`src/design/grbs_pkg.sv`:
```
// ----------------------------------------------------------------------------
// grbs_pkg
// shared types, constants and helpers of the glyph bitmap span rasterizer
// ----------------------------------------------------------------------------
`default_nettype none

package grbs_pkg;

    localparam int unsigned COORD_W         = 16;
    localparam int unsigned PIX_W           = 8;
    localparam int unsigned SPAN_LEN_W      = 4;
    localparam int unsigned JOB_QUEUE_DEPTH = 4;
    localparam int unsigned JOB_PTR_W       = $clog2(JOB_QUEUE_DEPTH);
    localparam int unsigned JOB_CNT_W       = $clog2(JOB_QUEUE_DEPTH + 1);

    localparam int unsigned S_TDATA_W = 88;
    localparam int unsigned M_TDATA_W = 40;

    // one classified byte waiting for span extraction
    typedef struct packed {
        logic [PIX_W-1:0]   bits;    // in-width pixels, bit 7 leftmost
        logic [COORD_W-1:0] base_x;  // pen_x + offset_x + column, raw
        logic [COORD_W-1:0] y;       // wrapped row coordinate
    } job_t;

    // keep the low coordinate bits up to sign_bit, sign-extend above
    function automatic logic [COORD_W-1:0] coord_wrap(
        input logic [COORD_W-1:0] s,
        input logic [3:0]         sign_bit
    );
        logic [COORD_W-1:0] r;
        r = '0;
        for (int i = 0; i < COORD_W; i++) begin
            r[i] = (4'(i) <= sign_bit) ? s[i] : s[sign_bit];
        end
        return r;
    endfunction

endpackage

`default_nettype wire

```
`src/design/glyph_bitmap_span_rasterizer_unit.sv`:
```
// ----------------------------------------------------------------------------
// glyph_bitmap_span_rasterizer_unit
// turns 1bpp glyph bitmap bytes into one-pixel-high filled spans
// ----------------------------------------------------------------------------
// usage
//   s_* carries one bitmap byte per transfer, row-major, bit 7 leftmost, each
//   glyph row starting on a new byte; s_tuser marks the first byte of a glyph
//   m_* carries one span per transfer; m_tlast marks the last span of a byte
//   a byte with no set pixel inside the glyph width, or past the glyph
//   height, gives no transfer on m_*
// path
//   a taken byte is written into the job queue, then its first span into the
//   output register; later spans follow one per cycle while m_tready is high
// throughput
//   one input byte per cycle while the 4-entry job queue has room; the span
//   extractor emits one span per cycle while m_tready is high, one per run of
//   set pixels of a byte, at most four
// reset
//   aresetn low clears column and row, empties the queue, drops m_tvalid
// stall
//   with m_tready low the current span holds; the queue keeps filling and
//   s_tready drops only when it is full
// ----------------------------------------------------------------------------
`default_nettype none

module glyph_bitmap_span_rasterizer_unit
    import grbs_pkg::*;
#(
    parameter int COORD_BITS = 16
) (
    input  wire logic                 aclk,
    input  wire logic                 aresetn,
    // input byte channel
    input  wire logic                 s_tvalid,
    output logic                      s_tready,
    // pen_x, pen_y, glyph_offset_x, glyph_offset_y, glyph_width,
    // glyph_height, bitmap_byte
    input  wire logic [S_TDATA_W-1:0] s_tdata,
    // first_byte
    input  wire logic                 s_tuser,
    // span channel
    output logic                      m_tvalid,
    input  wire logic                 m_tready,
    // span_x, span_y, span_length, zero pad
    output logic [M_TDATA_W-1:0]      m_tdata,
    // last_span
    output logic                      m_tlast
);

    // front to queue
    logic push;
    job_t push_job;

    // queue to back end
    logic queue_full;
    logic queue_empty;
    logic pop;
    job_t head;

    // classify each byte, track position, mask padding pixels
    grbs_front #(
        .COORD_BITS (COORD_BITS)
    ) u_front (
        .aclk       (aclk),
        .aresetn    (aresetn),
        .s_tvalid   (s_tvalid),
        .s_tready   (s_tready),
        .s_tdata    (s_tdata),
        .s_tuser    (s_tuser),
        .queue_full (queue_full),
        .push       (push),
        .push_job   (push_job)
    );

    // decouples byte intake from span output
    grbs_job_queue u_queue (
        .aclk     (aclk),
        .aresetn  (aresetn),
        .push     (push),
        .push_job (push_job),
        .pop      (pop),
        .full     (queue_full),
        .empty    (queue_empty),
        .head     (head)
    );

    // one span per cycle into the output register while m_tready is high
    grbs_span_back #(
        .COORD_BITS (COORD_BITS)
    ) u_back (
        .aclk        (aclk),
        .aresetn     (aresetn),
        .queue_empty (queue_empty),
        .head        (head),
        .pop         (pop),
        .m_tvalid    (m_tvalid),
        .m_tready    (m_tready),
        .m_tdata     (m_tdata),
        .m_tlast     (m_tlast)
    );

endmodule

`default_nettype wire

```
`src/design/grbs_front.sv`:
```
// ----------------------------------------------------------------------------
// grbs_front
// accepts bitmap bytes, tracks column and row, masks padding, queues jobs
// ----------------------------------------------------------------------------
`default_nettype none

module grbs_front
    import grbs_pkg::*;
#(
    parameter int COORD_BITS = 16
) (
    input  wire logic                 aclk,
    input  wire logic                 aresetn,
    input  wire logic                 s_tvalid,
    output logic                      s_tready,
    input  wire logic [S_TDATA_W-1:0] s_tdata,
    input  wire logic                 s_tuser,
    input  wire logic                 queue_full,
    output logic                      push,
    output job_t                      push_job
);

    localparam logic [3:0] SignBit = (COORD_BITS < 16) ? 4'(COORD_BITS - 1) : 4'd15;

    logic [PIX_W-1:0] column_reg, column_next;
    logic [PIX_W-1:0] row_reg, row_next;

    logic [COORD_W-1:0] pen_x, pen_y, off_x, off_y;
    logic [PIX_W-1:0]   width, height, bitmap;
    logic               fire;
    logic [PIX_W-1:0]   col_eff, row_eff;
    logic               past_height;
    logic [3:0]         n_pix;
    logic [PIX_W-1:0]   masked;
    logic [PIX_W:0]     col_plus;

    assign pen_x  = s_tdata[15:0];
    assign pen_y  = s_tdata[31:16];
    assign off_x  = s_tdata[47:32];
    assign off_y  = s_tdata[63:48];
    assign width  = s_tdata[71:64];
    assign height = s_tdata[79:72];
    assign bitmap = s_tdata[87:80];

    assign s_tready = !queue_full;
    assign fire     = s_tvalid && s_tready;

    always_comb begin
        col_eff     = s_tuser ? '0 : column_reg;
        row_eff     = s_tuser ? '0 : row_reg;
        past_height = (row_eff >= height);
        if (width > col_eff) begin
            n_pix = ((width - col_eff) > 8'd8) ? 4'd8 : 4'(width - col_eff);
        end else begin
            n_pix = 4'd0;
        end
        masked   = bitmap & ~(8'hFF >> n_pix);
        col_plus = {1'b0, col_eff} + 9'd8;
    end

    always_comb begin
        column_next = column_reg;
        row_next    = row_reg;
        if (fire) begin
            column_next = col_eff;
            row_next    = row_eff;
            if (!past_height) begin
                if (col_plus >= {1'b0, width}) begin
                    column_next = '0;
                    row_next    = row_eff + 8'd1;
                end else begin
                    column_next = col_plus[PIX_W-1:0];
                end
            end
        end
    end

    always_comb begin
        push            = fire && !past_height && (masked != '0);
        push_job.bits   = masked;
        push_job.base_x = pen_x + off_x + {8'd0, col_eff};
        push_job.y      = coord_wrap(pen_y + off_y + {8'd0, row_eff}, SignBit);
    end

    always_ff @(posedge aclk) begin
        if (!aresetn) begin
            column_reg <= '0;
            row_reg    <= '0;
        end else begin
            column_reg <= column_next;
            row_reg    <= row_next;
        end
    end

endmodule

`default_nettype wire

```
`src/design/grbs_job_queue.sv`:
```
// ----------------------------------------------------------------------------
// grbs_job_queue
// small register queue between the classifying front and the span back end
// ----------------------------------------------------------------------------
`default_nettype none

module grbs_job_queue
    import grbs_pkg::*;
(
    input  wire logic aclk,
    input  wire logic aresetn,
    input  wire logic push,
    input  job_t      push_job,
    input  wire logic pop,
    output logic      full,
    output logic      empty,
    output job_t      head
);

    job_t                 entry_reg [JOB_QUEUE_DEPTH];
    logic [JOB_PTR_W-1:0] wr_ptr_reg, wr_ptr_next;
    logic [JOB_PTR_W-1:0] rd_ptr_reg, rd_ptr_next;
    logic [JOB_CNT_W-1:0] count_reg, count_next;
    logic                 do_push, do_pop;

    assign full    = (count_reg == JOB_CNT_W'(JOB_QUEUE_DEPTH));
    assign empty   = (count_reg == '0);
    assign head    = entry_reg[rd_ptr_reg];
    assign do_push = push && !full;
    assign do_pop  = pop && !empty;

    always_comb begin
        wr_ptr_next = do_push ? wr_ptr_reg + 1'b1 : wr_ptr_reg;
        rd_ptr_next = do_pop ? rd_ptr_reg + 1'b1 : rd_ptr_reg;
        count_next  = count_reg;
        if (do_push && !do_pop) begin
            count_next = count_reg + 1'b1;
        end else if (do_pop && !do_push) begin
            count_next = count_reg - 1'b1;
        end
    end

    always_ff @(posedge aclk) begin
        if (do_push) begin
            entry_reg[wr_ptr_reg] <= push_job;
        end
    end

    always_ff @(posedge aclk) begin
        if (!aresetn) begin
            wr_ptr_reg <= '0;
            rd_ptr_reg <= '0;
            count_reg  <= '0;
        end else begin
            wr_ptr_reg <= wr_ptr_next;
            rd_ptr_reg <= rd_ptr_next;
            count_reg  <= count_next;
        end
    end

`ifndef ASSERT_OFF
    a_count_bound: assert property (@(posedge aclk) disable iff (!aresetn)
        count_reg <= JOB_CNT_W'(JOB_QUEUE_DEPTH))
        else $error("job queue count exceeds depth");

    a_ptr_gap: assert property (@(posedge aclk) disable iff (!aresetn)
        (count_reg != '0 && count_reg != JOB_CNT_W'(JOB_QUEUE_DEPTH))
            |-> (wr_ptr_reg != rd_ptr_reg))
        else $error("job queue pointers disagree with count");
`endif

endmodule

`default_nettype wire

```
`src/design/grbs_span_back.sv`:
```
// ----------------------------------------------------------------------------
// grbs_span_back
// peels one run of set pixels per cycle off the queued byte into spans while the output is free
// ----------------------------------------------------------------------------
`default_nettype none

module grbs_span_back
    import grbs_pkg::*;
#(
    parameter int COORD_BITS = 16
) (
    input  wire logic                 aclk,
    input  wire logic                 aresetn,
    input  wire logic                 queue_empty,
    input  job_t                      head,
    output logic                      pop,
    output logic                      m_tvalid,
    input  wire logic                 m_tready,
    output logic [M_TDATA_W-1:0]      m_tdata,
    output logic                      m_tlast
);

    localparam logic [3:0] SignBit = (COORD_BITS < 16) ? 4'(COORD_BITS - 1) : 4'd15;

    logic                  busy_reg, busy_next;
    logic [PIX_W-1:0]      cur_bits_reg, cur_bits_next;
    logic [COORD_W-1:0]    cur_x_reg, cur_x_next;
    logic [COORD_W-1:0]    cur_y_reg, cur_y_next;

    logic                  out_valid_reg, out_valid_next;
    logic [COORD_W-1:0]    span_x_reg, span_x_next;
    logic [COORD_W-1:0]    span_y_reg, span_y_next;
    logic [SPAN_LEN_W-1:0] span_len_reg, span_len_next;
    logic                  last_reg, last_next;

    logic                  src_valid, out_free, take;
    logic [PIX_W-1:0]      src_bits, shifted, run_mask, remaining;
    logic [COORD_W-1:0]    src_x, src_y;
    logic [2:0]            start;
    logic [SPAN_LEN_W-1:0] run_len;
    logic                  found, in_run;

    assign src_valid = busy_reg || !queue_empty;
    assign src_bits  = busy_reg ? cur_bits_reg : head.bits;
    assign src_x     = busy_reg ? cur_x_reg : head.base_x;
    assign src_y     = busy_reg ? cur_y_reg : head.y;
    assign out_free  = !out_valid_reg || m_tready;
    assign take      = out_free && src_valid;
    assign pop       = take && !busy_reg;

    // leftmost run: start at the first set pixel, count the consecutive ones from it
    always_comb begin
        start   = '0;
        found   = 1'b0;
        run_len = '0;
        in_run  = 1'b1;
        for (int i = 0; i < PIX_W; i++) begin
            if (!found && src_bits[PIX_W-1-i]) begin
                start = 3'(i);
                found = 1'b1;
            end
        end
        shifted = src_bits << start;
        for (int i = 0; i < PIX_W; i++) begin
            if (in_run && shifted[PIX_W-1-i]) begin
                run_len = run_len + 1'b1;
            end else begin
                in_run = 1'b0;
            end
        end
        run_mask  = (~(8'hFF >> run_len)) >> start;
        remaining = src_bits & ~run_mask;
    end

    always_comb begin
        busy_next      = busy_reg;
        cur_bits_next  = cur_bits_reg;
        cur_x_next     = cur_x_reg;
        cur_y_next     = cur_y_reg;
        out_valid_next = out_valid_reg;
        span_x_next    = span_x_reg;
        span_y_next    = span_y_reg;
        span_len_next  = span_len_reg;
        last_next      = last_reg;
        if (m_tready) begin
            out_valid_next = 1'b0;
        end
        if (take) begin
            busy_next      = (remaining != '0);
            cur_bits_next  = remaining;
            cur_x_next     = src_x;
            cur_y_next     = src_y;
            out_valid_next = 1'b1;
            span_x_next    = coord_wrap(src_x + {13'd0, start}, SignBit);
            span_y_next    = src_y;
            span_len_next  = run_len;
            last_next      = (remaining == '0);
        end
    end

    always_ff @(posedge aclk) begin
        cur_bits_reg <= cur_bits_next;
        cur_x_reg    <= cur_x_next;
        cur_y_reg    <= cur_y_next;
        span_x_reg   <= span_x_next;
        span_y_reg   <= span_y_next;
        span_len_reg <= span_len_next;
        last_reg     <= last_next;
    end

    always_ff @(posedge aclk) begin
        if (!aresetn) begin
            busy_reg      <= 1'b0;
            out_valid_reg <= 1'b0;
        end else begin
            busy_reg      <= busy_next;
            out_valid_reg <= out_valid_next;
        end
    end

    assign m_tvalid = out_valid_reg;
    assign m_tdata  = {4'd0, span_len_reg, span_y_reg, span_x_reg};
    assign m_tlast  = last_reg;

`ifndef ASSERT_OFF
    a_busy_has_output: assert property (@(posedge aclk) disable iff (!aresetn)
        busy_reg |-> out_valid_reg)
        else $error("span back end busy without a pending span");

    a_busy_has_pixels: assert property (@(posedge aclk) disable iff (!aresetn)
        busy_reg |-> (cur_bits_reg != '0))
        else $error("span back end busy with no pixels left");

    a_len_range: assert property (@(posedge aclk) disable iff (!aresetn)
        out_valid_reg |-> (span_len_reg != '0 && span_len_reg <= 4'd8))
        else $error("span length out of range");

    a_busy_not_last: assert property (@(posedge aclk) disable iff (!aresetn)
        (out_valid_reg && busy_reg) |-> !last_reg)
        else $error("last span flagged while runs remain");
`endif

endmodule

`default_nettype wire
```
`config.mk`:
```
export PLATFORM = sky130hd
export DESIGN_NAME = glyph_bitmap_span_rasterizer_unit
export DESIGN_NICKNAME = d
export VERILOG_FILES = /design/src/design/grbs_pkg.sv /design/src/design/glyph_bitmap_span_rasterizer_unit.sv /design/src/design/grbs_front.sv /design/src/design/grbs_job_queue.sv /design/src/design/grbs_span_back.sv
export SDC_FILE = /design/constraint.sdc
export NUM_CORES = 1
export LEC_CHECK = 0
export BUFFER_PORTS_ARGS = -buffer_cell sky130_fd_sc_hd__buf_4
export CORE_ASPECT_RATIO = 0.6
export CORE_MARGIN = 1
export CORE_UTILIZATION = 30
export DETAILED_ROUTE_END_ITERATION = 8
export PLACE_DENSITY_LB_ADDON = 0.12
export SLEW_MARGIN = 20
export SYNTH_ARGS = -nofsm -noshare
export SYNTH_HDL_FRONTEND = slang
export SYNTH_SLANG_ARGS = --single-unit
export TNS_END_PERCENT = 50
```
`constraint.sdc`:
```
create_clock -name aclk -period 7.6 [get_ports aclk]
set_input_delay 0.76 -clock aclk [delete_from_list [all_inputs] [get_ports aclk]]
set_output_delay 0.76 -clock aclk [all_outputs]
set_load 0.05 [all_outputs]
```
==> results_dict.tcl, run 1 <==
set metrics [dict create \
    clk-insertion-delay-late_ps 540 \
    largest_reg_flops 160 \
    fp.dieArea_um2 46300 \
    dp_hpwl_um 26800 \
    synth_edf_count 221 \
    cts_buffers 25 \
    finalMaxSlewViolations 0 \
    syn-cell-area_um2 13600 \
    vias_per_cell 4.84 \
    post-place-cells 1803 \
    regToRegSetupSlack_ps 230 \
    synthTopCellsByCount "edfxtp_1 (221), ha_1 (81), inv_1 (81), nor2_1 (69), nand2_1 (51)" \
    hold_class "reg -> reg" \
    critical_path.startpoint_type "flip-flop" \
    root_buffer "clkbuf_16" \
    start_util_pct 30.4 \
    grt_use_total_pct 15.3 \
    drive_gt1_share_pct 28.0 \
    arrival_ps 7790 \
    max_freq_mhz 136 \
    outcome "complete, no violations" \
    powerDensity_nw_per_um2 457 \
    synthTopCellsByArea "edfxtp_1 (49%), ha_1 (7.4%), mux4_2 (5.3%)" \
    setup_violations 0 \
    multi_input_area_um2 6280 \
    avgSynthCellArea_um2 12.8 \
    seq_area_um2 7180 \
    max_stage_delay_ps 480 \
    core_area_um2 44800 \
    wirelength_um 36000 \
    area_growth_pct 23.0 \
    path_clk_slew_ps 60 \
    grt_max_degree 47 \
    initialDrtViolationCount 580 \
    overflow 0 \
    die_y_um 167 \
    finalCriticalPeriod_ps 7370 \
    total_power_uw 7670 \
    synth-seq-cells 248 \
    cts_max_level 1 \
    slew_headroom_pct 47.7 \
    fin_cells 1867 \
    yosysSeqAreaShare_pct 52.6 \
    cts_buffer_depth 3 \
    cts_tree "yes" \
    worstMarginPinSlew_ps 784 \
    period_share_pct 97.0 \
    min_from "u_front.column_reg[0]" \
    synth_ff_type "edfxtp_1" \
    yosysMostFrequentCell "edfxtp_1" \
    antenna_found_initial 1 \
    worst-setup-path-type "reg -> reg" \
    finClkSkew_ps 9.84 \
    critPathRequiredTime_ps 8020 \
    grt_pass1_wl_um 54400 \
    synth_top_area_share_pct 48.7 \
    crit_path_end_kind "flip-flop" \
    post-synth-top-area-cell "edfxtp_1" \
    drtPass1Iterations 5 \
    peakVddDrop_mv 0.339 \
    nFillCells 4368 \
    cts.sinks 248 \
    max-cap-violations 0 \
    rows 60 \
    p_leak_uw 0.00647 \
    place.gp.congestion 0.868 \
    synthDistinctLibCells 91 \
    io_pins 136 \
    num_vias 9033 \
    remaining_drc_errors 0 \
    critPathMaxFanout 8 \
    hold_viol 0 \
    grt_pass1_vias 8912 \
    detail_route.wl_per_cell_um 19.3 \
    die_w_um 277 \
    synthCells 1066 \
    synth_warnings 0 \
    fin_nets 1454 \
    async_flop_share_pct 0 \
    ant_nets 0 \
    cp_slowest_cell "a221o_2" \
    port_buffers 131 \
]
final cells by class:
type / instances / share of cell area [%]
Antenna cell: 1 / 0.0149
Clock buffer: 33 / 4.15
Clock inverter: 12 / 0.418
Inverter: 82 / 1.83
Multi-Input combinational cell: 706 / 37.5
Sequential cell: 248 / 42.8
Tap cell: 589 / 4.39
Timing Repair Buffer: 196 / 8.93
where the power goes:
group	internal (uW)	total, uW	switching [uW]
clock network	645	1180	530
registers	1990	2110	119
logic	1780	4390	2600
total	4420	7670	3250
cell usage in the layout (no fill, tap or decap), types with 7 or more instances in the layout:
cell,Yosys,routed
edfxtp_1,221,221
buf_4,6,189
inv_1,81,80
ha_1,81,78
nor2_1,69,69
nand2_1,51,50
xnor2_1,44,44
a21oi_1,42,39
o21ai_0,37,37
mux4_2,32,32
dfxtp_1,27,25
clkbuf_16,0,25
nand2b_1,21,21
fa_1,21,21
a21o_1,20,20
mux2i_1,26,18
nand3_1,19,17
nor2b_1,18,16
and2_1,20,15
nor3_1,15,14
o21a_1,14,14
xor2_1,13,13
a21boi_0,12,12
mux2_2,9,9
o22ai_1,7,7
cell families (layout without fill, tap and decap cells):
| group | count (synthesis) | in the layout | share of synthesized area, % |
|---|---|---|---|
| other cells | 1 | 5 | 0.0275 |
| buf+inv | 115 | 323 | 3.68 |
| mux | 69 | 69 | 8.15 |
| simple gates | 258 | 258 | 9.76 |
| flops | 248 | 248 | 52.6 |
| fa+ha+maj | 102 | 102 | 10.5 |
| xor+xnor | 57 | 57 | 3.66 |
| compound gates | 216 | 216 | 11.6 |
through the flow:
| stage | util, % | cell area (um^2) | setup TNS (ps) | setup WS [ps] | hold WS [ps] |
|---|---|---|---|---|---|
| global placement | 34.7 | 15500 | 0 | 175 | 444 |
| floorplan | - | 13700 | 0 | 254 | 431 |
| CTS | 36.6 | 16400 | 0 | 1.04 | 468 |
| detailed placement | 34.7 | 15500 | -158 | -108 | 448 |
| global route | 37.4 | 16800 | -152 | -94.6 | 493 |
| finish | 37.4 | 16800 | 0 | 227 | 464 |
routing by layer:
layer	track usage, %	wire length, um	vias up
li1	-	-	4349
met1	24.3	19100	4457
met2	21.8	14800	189
met3	2.51	1520	38
met4	2.68	527	0
met5	0	0	-
worst max-delay path, delay by kind of cell (launching register included):
kind | cells | cell delay (ps)
flops | 1 | 400
buf+inv | 3 | 380
fa+ha+maj | 5 | 1250
mux | 4 | 1030
simple gates | 6 | 1610
compound gates | 15 | 2570
path summary, 6_finish.rpt:
| path | cells past startpoint | endpoint |
|---|---|---|
| min reg2reg | 1 | u_front.column_reg[0] |
| max | 33 | u_back.busy_reg |
| max reg2reg | 33 | u_back.busy_reg |
| min | 1 | u_front.column_reg[0] |
repair_timing:
| item | in CTS | in global routing |
|---|---|---|
| hold buffers | 0 | 0 |
| cloned | 0 | 1 |
| resized for setup | 12 | 50 |
| setup buffers | 6 | 11 |
| hold endpoints to repair | 0 | 0 |
| pin swaps | 2 | 28 |
| setup endpoints to repair | 2 | 5 |
Note: power is estimated with default switching activity, not from simulation.
==> inputs of run 2 (changes only) <==
--- a/config.mk
+++ b/config.mk
@@ -5,6 +5,7 @@
 export SDC_FILE = /design/constraint.sdc
 export NUM_CORES = 1
 export LEC_CHECK = 0
+export ABC_AREA = 1
 export BUFFER_PORTS_ARGS = -buffer_cell sky130_fd_sc_hd__buf_4
 export CORE_ASPECT_RATIO = 0.6
 export CORE_MARGIN = 1
==> results_dict.tcl, run 2 <==
set metrics [dict create \
    finalMaxSlewViolations 0 \
    mostFrequentLayoutCells "edfxtp_1 (221), nand2_1 (199), inv_1 (179)" \
    reg2reg_to "u_back.busy_reg" \
    p_sw_uw 3460 \
    fin_hold_ws_ps 445 \
    worstMarginPinSlew_ps 801 \
    max-cap-violations 0 \
    critPathRequiredTime_ps 8010 \
    swShare_pct 46.6 \
    port_buffers 131 \
    synth-seq-cells 248 \
    multi_input_area_um2 5630 \
    max_stage_delay_ps 700 \
    cts_buffer_depth 3 \
    start_util_pct 30.5 \
    clk-insertion-delay-late_ps 550 \
    synthTopCellsByCount "edfxtp_1 (221), nand2_1 (199), inv_1 (180), nor2_1 (150), o21ai_0 (98)" \
    grt_max_degree 49 \
    max_freq_mhz 152 \
    synth_ff_type "edfxtp_1" \
    synthCells 1376 \
    pre_cts_ws_ps 1040 \
    grt_pass1_wl_um 53800 \
    finClkSkew_ps 23.2 \
    setup-tns-final_ps 0 \
    powerDensity_nw_per_um2 458 \
    seq_power_share_pct 28.8 \
    area_growth_pct 18.1 \
    final_common_cell "edfxtp_1" \
    avgSynthCellArea_um2 10.0 \
    critPathMaxFanout 14 \
    synth_warnings 0 \
    io_pins 136 \
    setup_violations 0 \
    outcome "complete, no violations" \
    cts.sinks 248 \
    cp_slowest_cell "dfxtp_1" \
    seq_area_um2 7180 \
    cts_tree "yes" \
    p_leak_uw 0.00689 \
    diodes 0 \
    crit_top_cell "nand2_1" \
    path_clk_slew_ps 70 \
    holdBufCountCts 0 \
    grt_pass1_vias 9251 \
    hold_viol 0 \
    cts_buffers 25 \
    critical_path.startpoint_type "flip-flop" \
    min_path_cells 2 \
    rsz0062_at_grt "no" \
    ant_nets 0 \
    hold_path_end "u_front.column_reg[2]" \
    top_usage_layer "met1" \
    period_share_pct 86.6 \
    async_flop_share_pct 0 \
    overflow 0 \
    yosysMostFrequentCell "edfxtp_1" \
    die_w_um 278 \
    min_from "u_front.column_reg[2]" \
    remaining_drc_errors 0 \
    detail_route.wl_per_cell_um 16.4 \
    arrival_ps 6990 \
    internal-power_uw 3970 \
    synth_top_area_share_pct 48.2 \
    core_area_um2 45000 \
    largest_reg_flops 160 \
    fp.dieArea_um2 46700 \
    use_met2_pct 22.1 \
    grt_util_met1_pct 22.7 \
    drive_gt1_share_pct 17.4 \
    worst-setup-path-type "reg -> reg" \
    hold_class "reg -> reg" \
    nFillCells 4554 \
    placed_cell_area_um2 15400 \
    synthTopCellsByArea "edfxtp_1 (48%), ha_1 (7.4%), nand2_1 (5.4%)" \
    initialDrtViolationCount 590 \
    rows 60 \
    place.gp.congestion 0.846 \
    die_y_um 168 \
    vias_per_cell 4.58 \
    fin_ws_ps 1020 \
    regToRegSetupSlack_ps 1020 \
    slew_headroom_pct 46.4 \
    peakVddDrop_mv 0.226 \
    combPwrFrac_pct 53.5 \
    cts_resized 0 \
    r2r_cells 43 \
    grt_use_total_pct 14.8 \
    fin_nets 1703 \
    root_buffer "clkbuf_16" \
    drtPass1Iterations 6 \
    yosysSeqAreaShare_pct 52.2 \
    p_clk_share_pct 17.8 \
    wirelength_um 34700 \
    cts_max_level 1 \
    synthDistinctLibCells 63 \
    postCtsSetupRepairBufs 0 \
    crit_path_end_kind "flip-flop" \
    num_vias 9697 \
    fin_util_pct 36.1 \
    final_area_um2 16200 \
    antenna_found_initial 0 \
    dp_hpwl_um 25500 \
    finalCriticalPeriod_ps 6580 \
    post-synth-top-area-cell "edfxtp_1" \
    synth_edf_count 221 \
    globalRouteMet3Util_pct 2.33 \
    syn-cell-area_um2 13800 \
]
run 2: cell count changes in the layout (fill, tap and decap cells not counted), moves of 45 or more:
cell,before,now
inv_1,80,179
nand3_1,17,62
nor2_1,69,146
buf_4,189,143
nand2_1,50,199
o21ai_0,37,98
run 2: critical path: cells and delay by family (launching register included):
kind	cells	cell delay, ps
AO/OA/AOI/OAI	2	270
flip-flops	1	700
adder cells (fa/ha/maj)	5	1270
buffers and inverters	5	560
AND/OR/NAND/NOR	31	3640
run 2: cell families (layout without fill, tap and decap cells):
| family | count (synthesis) | count (layout) | share of synthesized area [%] |
|---|---|---|---|
| other cells | 1 | 4 | 0.0273 |
| buf+inv | 236 | 383 | 7.19 |
| flops | 248 | 248 | 52.2 |
| simple gates | 516 | 516 | 17.8 |
| xor+xnor | 48 | 48 | 3.06 |
| compound gates | 225 | 225 | 9.32 |
| fa+ha+maj | 102 | 102 | 10.4 |
run 2: power groups by stage:
stage	clock, uW	sequential (uW)	combinational, uW
3_5_place_dp	0	2170	3990
6_report	1320	2140	3980
4_1_cts	1350	2140	4010
2_1_floorplan	0	2500	2650
5_1_grt	1400	2170	4450
3_3_place_gp	0	2170	4010
run 2: through the flow:
stage	total power (uW)	cells
2_1_floorplan	5150	1379
3_3_place_gp	6190	2070
3_5_place_dp	6160	2070
4_1_cts	7510	2115
5_1_grt	8020	2115
6_report	7430	2115
run 2: per-layer routing:
| layer | wire length (um) | vias up |
|---|---|---|
| li1 | - | 4941 |
| met3 | 1540 | 35 |
| met1 | 18100 | 4544 |
| met2 | 14600 | 177 |
| met4 | 437 | 0 |
| met5 | 0 | - |
run 2: area by class of cell:
type,count,area share [%]
flip-flops and latches,248,44.2
well taps,589,4.54
clock inverters,19,1.47
inverters,194,4.54
repair buffers,144,6.73
clock buffers,26,3.87
multi-input cells,895,34.7
run 2: how the worst max path moves through the flow:
stage	endpoint	slack [ps]	depth (start not counted)
after floorplan	u_queue.entry_reg[0][0]	1640	21
after global placement	u_back.m_tlast	1180	39
after detailed placement	u_back.busy_reg	1040	40
after CTS	u_back.busy_reg	1020	43
after global routing	u_back.busy_reg	370	43
final	u_back.busy_reg	1020	43
==> inputs of run 3 (changes only) <==
--- a/config.mk
+++ b/config.mk
@@ -12,6 +12,7 @@
 export CORE_UTILIZATION = 30
 export DETAILED_ROUTE_END_ITERATION = 8
 export PLACE_DENSITY_LB_ADDON = 0.12
+export REMOVE_ABC_BUFFERS = 1
 export SLEW_MARGIN = 20
 export SYNTH_ARGS = -nofsm -noshare
 export SYNTH_HDL_FRONTEND = slang
==> results_dict.tcl, run 3 (synthesis results as in run 2) <==
set metrics [dict create \
    die_y_um 168 \
    cts_tree "yes" \
    total_power_uw 7510 \
    outcome "complete, no violations" \
    clk-insertion-delay-late_ps 540 \
    finalCriticalPeriod_ps 6410 \
    die_w_um 278 \
    cts_buffers 26 \
    final_common_cell "edfxtp_1" \
    setup_violations 0 \
    rows 60 \
    mostFrequentLayoutCells "edfxtp_1 (221), nand2_1 (199), inv_1 (179)" \
    start_util_pct 30.5 \
    swShare_pct 45.8 \
    cp_slowest_cell "dfxtp_1" \
    finClkSkew_ps 22.3 \
    slew_headroom_pct 46.8 \
    max_stage_delay_ps 560 \
    overflow 0 \
    hold_class "reg -> reg" \
    holdBufCountCts 0 \
    ant_nets 0 \
    critPathRequiredTime_ps 8010 \
    area_growth_pct 18.7 \
    cts_max_level 1 \
    vias_per_cell 4.60 \
    p_sw_uw 3440 \
    port_buffers 131 \
    max_freq_mhz 156 \
    grt_pass1_vias 9482 \
    path_buf_inv 5 \
    core_area_um2 45000 \
    worstMarginPinSlew_ps 798 \
    arrival_ps 6820 \
    io_pins 136 \
    combPwrFrac_pct 52.8 \
    root_buffer "clkbuf_16" \
    cts_resized 0 \
    critPathMaxFanout 45 \
    remaining_drc_errors 0 \
    finalMaxSlewViolations 0 \
    critical-path-top-delay-family "simple AND/OR/NAND/NOR gates" \
    drtPass1Iterations 5 \
    cts_buffer_depth 3 \
    cts.sinks 248 \
    rsz0062_at_grt "no" \
    grt_pass1_wl_um 53600 \
    period_share_pct 84.4 \
    dp_hpwl_um 24700 \
    fp.dieArea_um2 46700 \
    drive_gt1_share_pct 17.6 \
    worst-setup-path-type "reg -> reg" \
    internal-power_uw 4070 \
    p_clk_share_pct 19.0 \
    detail_route.wl_per_cell_um 16.2 \
    critical_path.startpoint_type "flip-flop" \
    largest_reg_flops 160 \
    grt_use_total_pct 14.6 \
    regToRegSetupSlack_ps 1190 \
    wirelength_um 34200 \
    powerDensity_nw_per_um2 460 \
    peakVddDrop_mv 0.197 \
    postCtsSetupRepairBufs 0 \
    max-cap-violations 0 \
    num_vias 9725 \
    setup-tns-final_ps 0 \
    initialDrtViolationCount 670 \
    fin_nets 1701 \
    seq_power_share_pct 28.2 \
    crit_path_end_kind "flip-flop" \
    crit_top_cell "nand2_1" \
    path_clk_slew_ps 60 \
    hold_viol 0 \
    grt_max_degree 81 \
    antenna_found_initial 0 \
    place.gp.congestion 0.837 \
    p_leak_uw 0.00692 \
    diodes 0 \
]
run 3: path summary, 6_finish.rpt:
check | startpoint | cells after the start | to
setup / recovery | u_back.busy_reg | 42 | u_back.busy_reg
hold / removal | u_front.column_reg[2] | 2 | u_front.column_reg[2]
setup reg to reg | u_back.busy_reg | 42 | u_back.busy_reg
hold reg to reg | u_front.column_reg[2] | 2 | u_front.column_reg[2]
run 3: power groups by stage:
stage / logic, uW / clock network [uW] / registers (uW)
global route: 4430 / 1510 / 2150
detailed placement: 3990 / 0 / 2150
CTS: 4000 / 1460 / 2120
finish: 3960 / 1430 / 2120
floorplan: 2500 / 0 / 2550
global placement: 3980 / 0 / 2150
run 3: final cells by class:
cell class	instances	area (um^2)
Fill cell	4548	28700
Timing Repair Buffer	141	1080
Multi-Input combinational cell	895	5630
Sequential cell	248	7180
Inverter	194	738
Clock inverter	19	292
Tap cell	589	737
Clock buffer	29	672
run 3: tightest hold or removal path, stage by stage, from the launching register on:
cell and delay [ps]:
dfxtp_1 300, inv_1 60, nor3_1 50
run 3: per-stage QoR:
stage / std cells / utilization, % / setup WS (ps) / cell area [um^2] / hold WS (ps)
2_1_floorplan: 1337 / - / 723 / 13500 / 425
3_3_place_gp: 2067 / 34.1 / 1290 / 15400 / 434
3_5_place_dp: 2067 / 34.1 / 1200 / 15400 / 435
4_1_cts: 2115 / 36.3 / 1170 / 16300 / 445
5_1_grt: 2115 / 36.3 / 499 / 16300 / 473
6_report: 2115 / 36.3 / 1190 / 16300 / 444
run 3: layer usage:
metal  part of all wire (%)  track usage (%)  vias to the layer above
met1                     53             22.6                     4574
met2                     42             21.5                      173
li1                       -                -                     4944
met3                    3.7             2.11                       34
met4                    1.2             2.25                        0
met5                      0                0                        -
